`config.mk`:
```
export PLATFORM = sky130hd
export DESIGN_NAME = ir_pulse_width_capture
export DESIGN_NICKNAME = d
export VERILOG_FILES = /design/src/rtl/core/ipwc_pkg.sv /design/src/rtl/core/ir_pulse_width_capture.sv
export SDC_FILE = /design/constraint.sdc
export NUM_CORES = 1
export LEC_CHECK = 0
export BUFFER_PORTS_ARGS = -buffer_cell sky130_fd_sc_hd__buf_2
export CORE_MARGIN = 3
export CORE_UTILIZATION = 51
export CTS_CLUSTER_SIZE = 24
export DETAILED_ROUTE_END_ITERATION = 16
export PLACE_DENSITY = 0.7
export SLEW_MARGIN = 20
export SYNTH_ARGS = -nofsm -noshare
export SYNTH_HDL_FRONTEND = slang
export SYNTH_SLANG_ARGS = --single-unit
```
`constraint.sdc`:
```
create_clock -name clock -period 11.25 [get_ports clock]
set_clock_uncertainty 0.1 [all_clocks]
set_input_delay 0.5625 -clock clock [delete_from_list [all_inputs] [get_ports clock]]
set_output_delay 0.5625 -clock clock [all_outputs]
set_load 0.05 [all_outputs]
```
`src/rtl/core/ipwc_pkg.sv`:
```
// Shared types, codes and reset values for the IR pulse width capture block.
package ipwc_pkg;

   localparam int unsigned TIME_W  = 32;
   localparam int unsigned COUNT_W = 11;
   localparam int unsigned WCODE_W = 2;
   localparam int unsigned CAUSE_W = 2;
   localparam int unsigned CSR_IDX_W = 2;
   localparam int unsigned CSR_DATA_W = 32;
   localparam int unsigned REQ_DATA_W = 8;
   localparam int unsigned RSP_DATA_W = 48;

   // Hard limit on buffer entries; larger capacity settings are clamped to it.
   localparam logic [COUNT_W-1:0] MAX_ENTRIES = COUNT_W'(1024);

   localparam logic [TIME_W-1:0]  SIGNAL_TIMEOUT_RST = TIME_W'(1000000);
   localparam logic [TIME_W-1:0]  PULSE_TIMEOUT_RST  = TIME_W'(100000);
   localparam logic [COUNT_W-1:0] CAPACITY_RST       = COUNT_W'(256);

   typedef enum logic {
      OP_TICK = 1'b0,
      OP_ARM  = 1'b1
   } opcode_type;

   typedef enum logic {
      KIND_DURATION = 1'b0,
      KIND_FINISHED = 1'b1
   } kind_type;

   typedef enum logic [CAUSE_W-1:0] {
      CAUSE_SIGNAL = 2'd0,
      CAUSE_PULSE  = 2'd1,
      CAUSE_FULL   = 2'd2
   } cause_type;

   typedef enum logic [WCODE_W-1:0] {
      WIDTH_BYTE  = 2'd0,
      WIDTH_HALF  = 2'd1,
      WIDTH_WORD  = 2'd2,
      WIDTH_RSVD  = 2'd3
   } width_code_type;

   typedef enum logic [CSR_IDX_W-1:0] {
      CSR_SIGNAL_TIMEOUT = 2'd0,
      CSR_PULSE_TIMEOUT  = 2'd1,
      CSR_ENTRY_WIDTH    = 2'd2,
      CSR_CAPACITY       = 2'd3
   } csr_index_type;

endpackage

```
`src/rtl/core/ir_pulse_width_capture.sv`:
```
// Top level of the IR pulse width capture block.
//
// Measures the time between level changes of a sampled IR receiver pin.
// Each input item is either an arm (tuser = 1), which samples the starting
// level and clears the timers and entry count, or a tick (tuser = 0), one
// microsecond sample of the pin. On every edge while capturing, with room left
// and no timeout, one duration item leaves on rsp_ (tuser = 0) holding the time
// since the previous edge, truncated to the configured entry width, and its
// entry index. Capture ends with one finished item (tuser = 1) that carries the
// number of entries and the cause: total signal timeout, pulse timeout or buffer
// full. Ticks while idle and arms give no result. The state update and the
// result are formed in a single pass from the state registers into the result
// register, so an item is accepted in every cycle as long as the result
// register is empty or being drained. Configuration writes are taken at any
// time but must only be issued while no capture result is outstanding.
module ir_pulse_width_capture (
   input  logic                                clock,
   input  logic                                reset,
   // input items
   input  logic                                req_tvalid,
   output logic                                req_tready,
   input  logic [ipwc_pkg::REQ_DATA_W-1:0]     req_tdata,  // [0] pin_level, rest zero
   input  logic                                req_tuser,  // [0] opcode
   // result items
   output logic                                rsp_tvalid,
   input  logic                                rsp_tready,
   output logic [ipwc_pkg::RSP_DATA_W-1:0]     rsp_tdata,  // [31:0] duration_us,
                                                           // [42:32] entry_index,
                                                           // [44:43] end_cause, rest zero
   output logic                                rsp_tuser,  // [0] kind
   // configuration writes
   input  logic                                csr_valid,
   output logic                                csr_ready,
   input  logic [ipwc_pkg::CSR_IDX_W-1:0]      csr_index,
   input  logic [ipwc_pkg::CSR_DATA_W-1:0]     csr_data
);
   import ipwc_pkg::*;

   // configuration
   logic [TIME_W-1:0]  signal_timeout_ff;
   logic [TIME_W-1:0]  pulse_timeout_ff;
   logic [WCODE_W-1:0] width_code_ff;
   logic [COUNT_W-1:0] capacity_ff;

   // capture state
   logic               capturing_ff, capturing_in;
   logic               level_ff, level_in;
   logic [TIME_W-1:0]  total_ff, total_in;
   logic [TIME_W-1:0]  pulse_ff, pulse_in;
   logic [COUNT_W-1:0] entries_ff, entries_in;

   // result register
   logic               rsp_valid_ff, rsp_valid_in;
   kind_type           rsp_kind_ff, rsp_kind_in;
   logic [TIME_W-1:0]  rsp_duration_ff, rsp_duration_in;
   logic [COUNT_W-1:0] rsp_index_ff, rsp_index_in;
   cause_type          rsp_cause_ff, rsp_cause_in;

   logic               accept;
   opcode_type         op;
   logic               pin;
   logic [TIME_W-1:0]  total_inc;
   logic [TIME_W-1:0]  pulse_inc;
   logic [COUNT_W-1:0] capacity_eff;
   logic [TIME_W-1:0]  duration_trunc;
   logic               emit;

   // result register frees up in the same cycle it is drained
   assign req_tready = !rsp_valid_ff || rsp_tready;
   assign accept     = req_tvalid && req_tready;
   assign csr_ready  = 1'b1;

   assign op  = opcode_type'(req_tuser);
   assign pin = req_tdata[0];

   // saturating counters
   assign total_inc = (&total_ff) ? total_ff : total_ff + TIME_W'(1);
   assign pulse_inc = (&pulse_ff) ? pulse_ff : pulse_ff + TIME_W'(1);

   assign capacity_eff = (capacity_ff > MAX_ENTRIES) ? MAX_ENTRIES : capacity_ff;

   always_comb begin
      unique case (width_code_type'(width_code_ff))
         WIDTH_BYTE: duration_trunc = {{(TIME_W-8){1'b0}}, pulse_inc[7:0]};
         WIDTH_HALF: duration_trunc = {{(TIME_W-16){1'b0}}, pulse_inc[15:0]};
         default:    duration_trunc = pulse_inc;   // word, reserved code too
      endcase
   end

   // one pass: state update and result for the accepted item
   always_comb begin
      capturing_in    = capturing_ff;
      level_in        = level_ff;
      total_in        = total_ff;
      pulse_in        = pulse_ff;
      entries_in      = entries_ff;
      emit            = 1'b0;
      rsp_kind_in     = KIND_DURATION;
      rsp_duration_in = '0;
      rsp_index_in    = entries_ff;
      rsp_cause_in    = CAUSE_SIGNAL;

      if (accept) begin
         if (op == OP_ARM) begin
            capturing_in = 1'b1;
            level_in     = pin;
            total_in     = '0;
            pulse_in     = '0;
            entries_in   = '0;
         end else if (capturing_ff) begin
            total_in = total_inc;
            pulse_in = pulse_inc;
            priority if (total_inc >= signal_timeout_ff) begin
               capturing_in = 1'b0;
               emit         = 1'b1;
               rsp_kind_in  = KIND_FINISHED;
               rsp_cause_in = CAUSE_SIGNAL;
            end else if (pulse_inc >= pulse_timeout_ff) begin
               capturing_in = 1'b0;
               emit         = 1'b1;
               rsp_kind_in  = KIND_FINISHED;
               rsp_cause_in = CAUSE_PULSE;
            end else if (pin == level_ff) begin
               emit = 1'b0;
            end else if (entries_ff >= capacity_eff) begin
               capturing_in = 1'b0;
               emit         = 1'b1;
               rsp_kind_in  = KIND_FINISHED;
               rsp_cause_in = CAUSE_FULL;
            end else begin
               emit            = 1'b1;
               rsp_duration_in = duration_trunc;
               entries_in      = entries_ff + COUNT_W'(1);
               pulse_in        = '0;
               level_in        = pin;
            end
         end
      end
   end

   assign rsp_valid_in = emit || (rsp_valid_ff && !rsp_tready);

   always_ff @(posedge clock) begin
      if (reset) begin
         signal_timeout_ff <= SIGNAL_TIMEOUT_RST;
         pulse_timeout_ff  <= PULSE_TIMEOUT_RST;
         width_code_ff     <= WIDTH_HALF;
         capacity_ff       <= CAPACITY_RST;
      end else if (csr_valid && csr_ready) begin
         unique case (csr_index_type'(csr_index))
            CSR_SIGNAL_TIMEOUT: signal_timeout_ff <= csr_data;
            CSR_PULSE_TIMEOUT:  pulse_timeout_ff  <= csr_data;
            CSR_ENTRY_WIDTH:    width_code_ff     <= csr_data[WCODE_W-1:0];
            CSR_CAPACITY:       capacity_ff       <= csr_data[COUNT_W-1:0];
            default: ;
         endcase
      end
   end

   always_ff @(posedge clock) begin
      if (reset) begin
         capturing_ff <= 1'b0;
         level_ff     <= 1'b0;
         total_ff     <= '0;
         pulse_ff     <= '0;
         entries_ff   <= '0;
         rsp_valid_ff <= 1'b0;
      end else begin
         capturing_ff <= capturing_in;
         level_ff     <= level_in;
         total_ff     <= total_in;
         pulse_ff     <= pulse_in;
         entries_ff   <= entries_in;
         rsp_valid_ff <= rsp_valid_in;
      end
   end

   // payload loads only with a new result
   always_ff @(posedge clock) begin
      if (emit) begin
         rsp_kind_ff     <= rsp_kind_in;
         rsp_duration_ff <= rsp_duration_in;
         rsp_index_ff    <= rsp_index_in;
         rsp_cause_ff    <= rsp_cause_in;
      end
   end

   assign rsp_tvalid = rsp_valid_ff;
   assign rsp_tuser  = rsp_kind_ff;
   assign rsp_tdata  = {{(RSP_DATA_W-TIME_W-COUNT_W-CAUSE_W){1'b0}},
                        rsp_cause_ff, rsp_index_ff, rsp_duration_ff};

endmodule

```
## Yosys cells after proc, flatten, opt, wreduce, memory -nomap -nowiden

Cells that the tools add are included.

- Add/sub/neg operators: 3
- Bitwise gates (word level): 2
- Equal/unequal tests: 9
- Multiplexer cells: 43
- Reductions and logical operators: 21
- Order comparisons: 4

Operator list:

| cell | count |
|---|---|
| 32-bit two-way mux | 10 |
| 11-bit two-way mux | 7 |
| 32-bit by 1-bit adder with 32-bit output, second input constant | 2 |
| 32-bit >= comparator | 2 |
| 32-bit one-hot mux with 2 select lines | 1 |
| 32-bit AND reduction | 2 |
| 1-bit two-way mux | 24 |
| 11-bit by 1-bit adder with 11-bit output, second input constant | 1 |
| 11-bit >= comparator | 1 |
| 11-bit > comparator, second input constant | 1 |
| 2-bit AND reduction | 5 |
| 2-bit inequality test, second input constant | 4 |
| 7-bit OR reduction | 1 |
| 6-bit AND reduction | 1 |
| 6-bit OR reduction | 1 |
| 2-bit by 1-bit == test with 1-bit output, second input constant | 2 |
| 2-bit == test, second input constant | 2 |
| 2-bit logical NOT | 2 |
| 4-bit OR reduction | 1 |
| 3-bit OR reduction | 1 |
| 1-bit logical AND | 2 |
| 1-bit logical NOT | 2 |
| 1-bit logical OR | 2 |
| 2-bit two-way mux | 1 |
| other kinds (3) | 4 |

- Input port bits: 48
- Flip-flop bits (word level): 201
- Output and inout bits: 52

## Depth between registers and ports, before layout

- Depth in word-level cells: 9
- Mapped depth: 20
- Depth with buffers taken out: 16

## Worst setup path after synthesis

No wires, ideal clock.

- Kind: reg-to-reg
- From: reg pulse_ff[0]
- To: reg rsp_cause_ff[0], enable pin
- Path buffers: 3
- Arrival time: 4.808 ns
- Period minus slack after synthesis: 5.308 ns
- Setup slack: 5.942 ns
- Stages on the path, launching flop included: 19
- Cells stage by stage: dfxtp_1 -> ha_1 -> nand3_1 -> or3_4 -> or4_4 -> buf_6 -> nand4_2 -> nor3_1 -> xnor2_1 -> inv_1 -> ha_1 -> nand4_1 -> or4_1 -> a311o_1 -> nand4_1 -> buf_4 -> buf_2 -> o21ai_0 -> inv_1

- Word-level cells in the longest chain between the ends: 8

RTL lines:

| element | line | source |
|---|---|---|
| start: declaration | ir_pulse_width_capture.sv:49 | `logic [TIME_W-1:0] pulse_ff, pulse_in;` |
| start signal: assignment | ir_pulse_width_capture.sv:172 | `pulse_ff <= pulse_in;` |
| 32-bit by 1-bit adder with 32-bit output or 32-bit AND reduction (tied branches) | ir_pulse_width_capture.sv:78 | `assign pulse_inc = (&pulse_ff) ? pulse_ff : pulse_ff + TIME_W'(1);` |
| 32-bit two-way mux (*) | ir_pulse_width_capture.sv:78 |  |
| 32-bit >= comparator (*) | ir_pulse_width_capture.sv:118 | `end else if (pulse_inc >= pulse_timeout_ff) begin` |
| 1-bit two-way mux (*) | ir_pulse_width_capture.sv:118 |  |
| 1-bit two-way mux (*) | ir_pulse_width_capture.sv:113 | `priority if (total_inc >= signal_timeout_ff) begin` |
| 1-bit two-way mux (*) | ir_pulse_width_capture.sv:110 | `end else if (capturing_ff) begin` |
| 1-bit two-way mux (*) | ir_pulse_width_capture.sv:104 | `if (op == OP_ARM) begin` |
| 1-bit two-way mux (*) | ir_pulse_width_capture.sv:103 | `if (accept) begin` |
| net emit | ir_pulse_width_capture.sv:66 | `logic emit;` |
| end signal: assignment | ir_pulse_width_capture.sv:184 | `rsp_cause_ff <= rsp_cause_in;` |
| end: declaration | ir_pulse_width_capture.sv:57 | `cause_type rsp_cause_ff, rsp_cause_in;` |

Mark *: on every way through the listed nets, which the timed path passes. The rest lies on a longest branch.
A chain may end at the register's enable or synchronous reset.

## Worst setup path after layout

- From: reg pulse_ff[0]
- To: reg rsp_duration_ff[25], enable pin

- Word-level cells in the longest chain between the ends: 8

RTL lines:

| element | line | source |
|---|---|---|
| 32-bit by 1-bit adder with 32-bit output or 32-bit AND reduction (tied branches) | ir_pulse_width_capture.sv:78 |  |
| 32-bit two-way mux (*) | ir_pulse_width_capture.sv:78 |  |
| 32-bit >= comparator (*) | ir_pulse_width_capture.sv:118 |  |
| 1-bit two-way mux (*) | ir_pulse_width_capture.sv:118 |  |
| 1-bit two-way mux (*) | ir_pulse_width_capture.sv:113 |  |
| 1-bit two-way mux (*) | ir_pulse_width_capture.sv:110 |  |
| 1-bit two-way mux (*) | ir_pulse_width_capture.sv:104 |  |
| 1-bit two-way mux (*) | ir_pulse_width_capture.sv:103 |  |
| net emit | ir_pulse_width_capture.sv:66 |  |
| end signal: assignment | ir_pulse_width_capture.sv:182 | `rsp_duration_ff <= rsp_duration_in;` |
| end: declaration | ir_pulse_width_capture.sv:55 | `logic [TIME_W-1:0] rsp_duration_ff, rsp_duration_in;` |

Marks and branches as above.

==> impl_metrics.py <==
metrics = {
    "run_status": {
        "status": "completed",
    },
    "clock_network": {
        "clock-sinks": 201,
        "clk_latency_ps": 520,
        "cts_buffers": 23,
        "path_clk_slew_ps": 60,
        "htree_num_levels": 1,
        "ctsHoldBuffers": 0,
        "cts_tree": "yes",
        "cts_root_buf": "clkbuf_16",
        "cts_setup_buffers": 0,
        "clockBufferDepth": 3,
        "cts.repair.resized": 0,
    },
    "detailed_routing": {
        "post_drt_via_cell_ratio": 5.58,
        "drt-pass1-iter-count": 5,
        "drt-wirelength-per-cell_um": 16.1,
        "vias": 9202,
        "ant_nets": 0,
        "drc": 0,
        "drt_iter0_drc": 569,
        "drt-total-wl_um": 26500,
    },
    "setup_path": {
        "slowest_delay_ps": 760,
        "ff2ff_path_depth": 16,
        "worstPathRequired_ps": 11280,
        "cp.arrival_ps": 5750,
        "ff2ff_setup_slack_ps": 5540,
        "path_cells": "ha_1 -> nand3_1 -> or3_4 -> or4_4 -> nand4_2 -> nor3_1 -> xnor2_1 -> inv_1 -> ha_1 -> nand4_1 -> or4_1 -> a311o_1 -> nand4_1 -> buf_4 -> o21ai_0 -> inv_2",
        "cp_top_family": "simple AND/OR/NAND/NOR gates",
        "crit_buf_inv": 3,
        "slowest_stage": "inv_2",
        "timing.rr.start": "pulse_ff[0]",
        "critPathMaxFanout": 46,
        "cp-end-kind": "flip-flop",
        "reg2reg_to": "rsp_duration_ff[25]",
        "crit_type": "flip-flop to flip-flop",
        "critPathLaunchType": "flip-flop",
    },
    "die": {
        "die_area_um2": 23400,
        "initial_core_util": 0.522,
        "dieWidth_um": 153,
        "coreArea_um2": 21100,
        "ios": 100,
        "fp.dieH_um": 153,
        "rows": 53,
    },
    "logic_synthesis": {
        "synth.cell_area_um2": 11000,
        "avgSynthCellArea_um2": 8.47,
        "synth.ff_latch_count": 201,
        "yosysSeqAreaShare": 0.407,
        "synth_flop_cell": "dfxtp_1",
        "synth_cells": 1300,
        "synthArstFlopShare": 0,
        "synth_edf_count": 46,
        "synth_cell_types": 74,
        "ys.warnings.count": 0,
    },
    "cells_and_area": {
        "utilization": 0.583,
        "layout_commonest_cell": "nand2_1",
        "drive_gt1_frac": 0.125,
        "nets": 1482,
        "final_cell_mix": "nand2_1, dfxtp_1, a21oi_1, inv_1, buf_2",
        "n_antenna_cell": 0,
        "n_fill_cell": 1954,
        "area_growth_pct": 11.7,
    },
    "hold_path": {
        "hold_class": "input pin to flip-flop",
        "hp-start": "csr_data[24]",
        "whs_endpoint": "pulse_timeout_ff[24]",
        "holdPathStages": 3,
    },
    "global_route": {
        "grt_usage": 0.221,
        "overflow": 0,
        "antenna_found_initial": 0,
        "grt_max_degree": 77,
        "grt_pass1_wl_um": 43600,
        "grt_pass1_vias": 8594,
    },
    "timing": {
        "finalHoldViolations": 0,
        "min_period_over_period": 0.508,
        "slew_viol_final": 0,
        "rsz0062_at_grt": "false",
        "setup_viol": 0,
        "finalCriticalPeriod_ps": 5710,
        "worst_slew_pin_slew_ps": 1020,
        "max_freq_ghz": 0.175,
        "fin_setup_tns_ps": 0,
        "relSlewSlack": 0.319,
    },
    "power_and_ir_drop": {
        "power_leakage_nw": 5.01,
        "ir_drop_mv": 0.0958,
        "powerDensity_nw_per_um2": 129,
    },
    "placement": {
        "hpwl_um": 19000,
        "gp_congestion": 0.892,
        "io_buffers": 88,
    },
    "flow_run": {
        "drv_cap": 0,
    },
}
layout make-up:
type	count	area (um2)	area share
repair buffers	96	500	0.0407
clock inverters	10	106	0.00865
clock buffers	32	629	0.0512
multi-input cells	931	5850	0.475
inverters	103	387	0.0314
flip-flops and latches	201	4480	0.365
well taps	275	344	0.0280
per-stage QoR:
step           setup WS (ps)  cell area, um2  power, mW  hold slack (ps)  instances
3_5_place_dp            5540           11600      0.871              347       1606
2_1_floorplan           5940           11000      0.837              332       1302
3_3_place_gp            5650           11600      0.869              339       1606
4_1_cts                 5510           12300       1.61              183       1648
6_report                5540           12300       1.59              201       1648
5_1_grt                 5230           12300       1.65              197       1648
where the power goes:
part	switching [mW]	internal, mW	leakage [nW]
clock network	0.300	0.437	0.364
registers	0.00582	0.748	1.74
logic	0.0708	0.0310	2.91
synthesized netlist by cell type (4+ instances only):
library cell | instances | area [um2]
nor2b_1 | 9 | 56.3
nand2_1 | 219 | 822
a31oi_1 | 17 | 106
o22ai_1 | 5 | 31.3
nand3_1 | 45 | 225
or2_2 | 9 | 56.3
dfxtp_1 | 155 | 3100
nor2_1 | 72 | 270
o21a_1 | 5 | 37.5
buf_4 | 9 | 67.6
or3_1 | 5 | 31.3
xor2_1 | 20 | 175
or2_1 | 6 | 37.5
edfxtp_1 | 46 | 1380
nand4_1 | 23 | 144
nor3b_1 | 5 | 37.5
a21o_1 | 8 | 60.1
xnor2_1 | 34 | 298
and4_1 | 10 | 87.6
o21ai_1 | 5 | 25.0
nor4_1 | 5 | 31.3
nand2b_1 | 13 | 81.3
nor3_1 | 27 | 135
a21oi_1 | 117 | 586
a211oi_1 | 4 | 30.0
o211ai_1 | 8 | 60.1
mux2i_1 | 10 | 100
o31ai_1 | 12 | 90.1
nand4_2 | 6 | 75.1
nand3b_1 | 4 | 30.0
clkbuf_1 | 42 | 158
and3_1 | 16 | 100
ha_1 | 78 | 976
and2_1 | 10 | 62.6
inv_1 | 102 | 383
o221ai_1 | 9 | 78.8
o2111ai_1 | 4 | 35.0
or4_1 | 8 | 60.1
buf_2 | 11 | 55.1
a211o_1 | 15 | 131
o21ai_0 | 44 | 220
flip-flops by register name, indices dropped and copies added (netlist names):
name,flops
rsp_index_ff,11
rsp_tuser,1
rsp_cause_ff,2
width_code_ff,2
capturing_ff,1
capacity_ff,11
pulse_ff,32
level_ff,1
rsp_duration_ff,32
entries_ff,11
pulse_timeout_ff,32
total_ff,32
signal_timeout_ff,32
rsp_tvalid,1
worst min-delay path: stages:
cell and delay, ps:
buf_2 100, nand2_1 50, a21oi_1 50
per-layer routing:
| metal | wire length (um) | share of wire | GRT usage | vias to the layer above |
|---|---|---|---|---|
| li1 | - | - | - | 4658 |
| met1 | 12200 | 0.46 | 0.309 | 4272 |
| met2 | 12400 | 0.47 | 0.359 | 221 |
| met3 | 1380 | 0.052 | 0.0351 | 51 |
| met4 | 614 | 0.023 | 0.0585 | 0 |
| met5 | 0 | 0 | 0 | - |
how the worst max path moves through the flow:
stage	from	to	slack, ps	cells after the start
after CTS	pulse_ff[0]	rsp_duration_ff[25]	5510	16
after floorplan	pulse_ff[0]	rsp_cause_ff[0]	5940	18
after global routing	pulse_ff[4]	rsp_duration_ff[25]	5230	15
after detailed placement	pulse_ff[0]	rsp_duration_ff[19]	5540	16
after global placement	pulse_ff[3]	rsp_duration_ff[23]	5650	15
final	pulse_ff[0]	rsp_duration_ff[25]	5540	16
logic make-up (layout without fill, tap and decap cells):
logic type,after synthesis,in the layout,synth area share
xor+xnor,55,55,0.0444
flops,201,201,0.407
mux,11,11,0.0101
other cells,2,4,0.000682
simple gates,512,512,0.233
buf+inv,170,241,0.0643
fa+ha+maj,78,78,0.0886
compound gates,271,271,0.152
Note: power is estimated with default switching activity, not from simulation.
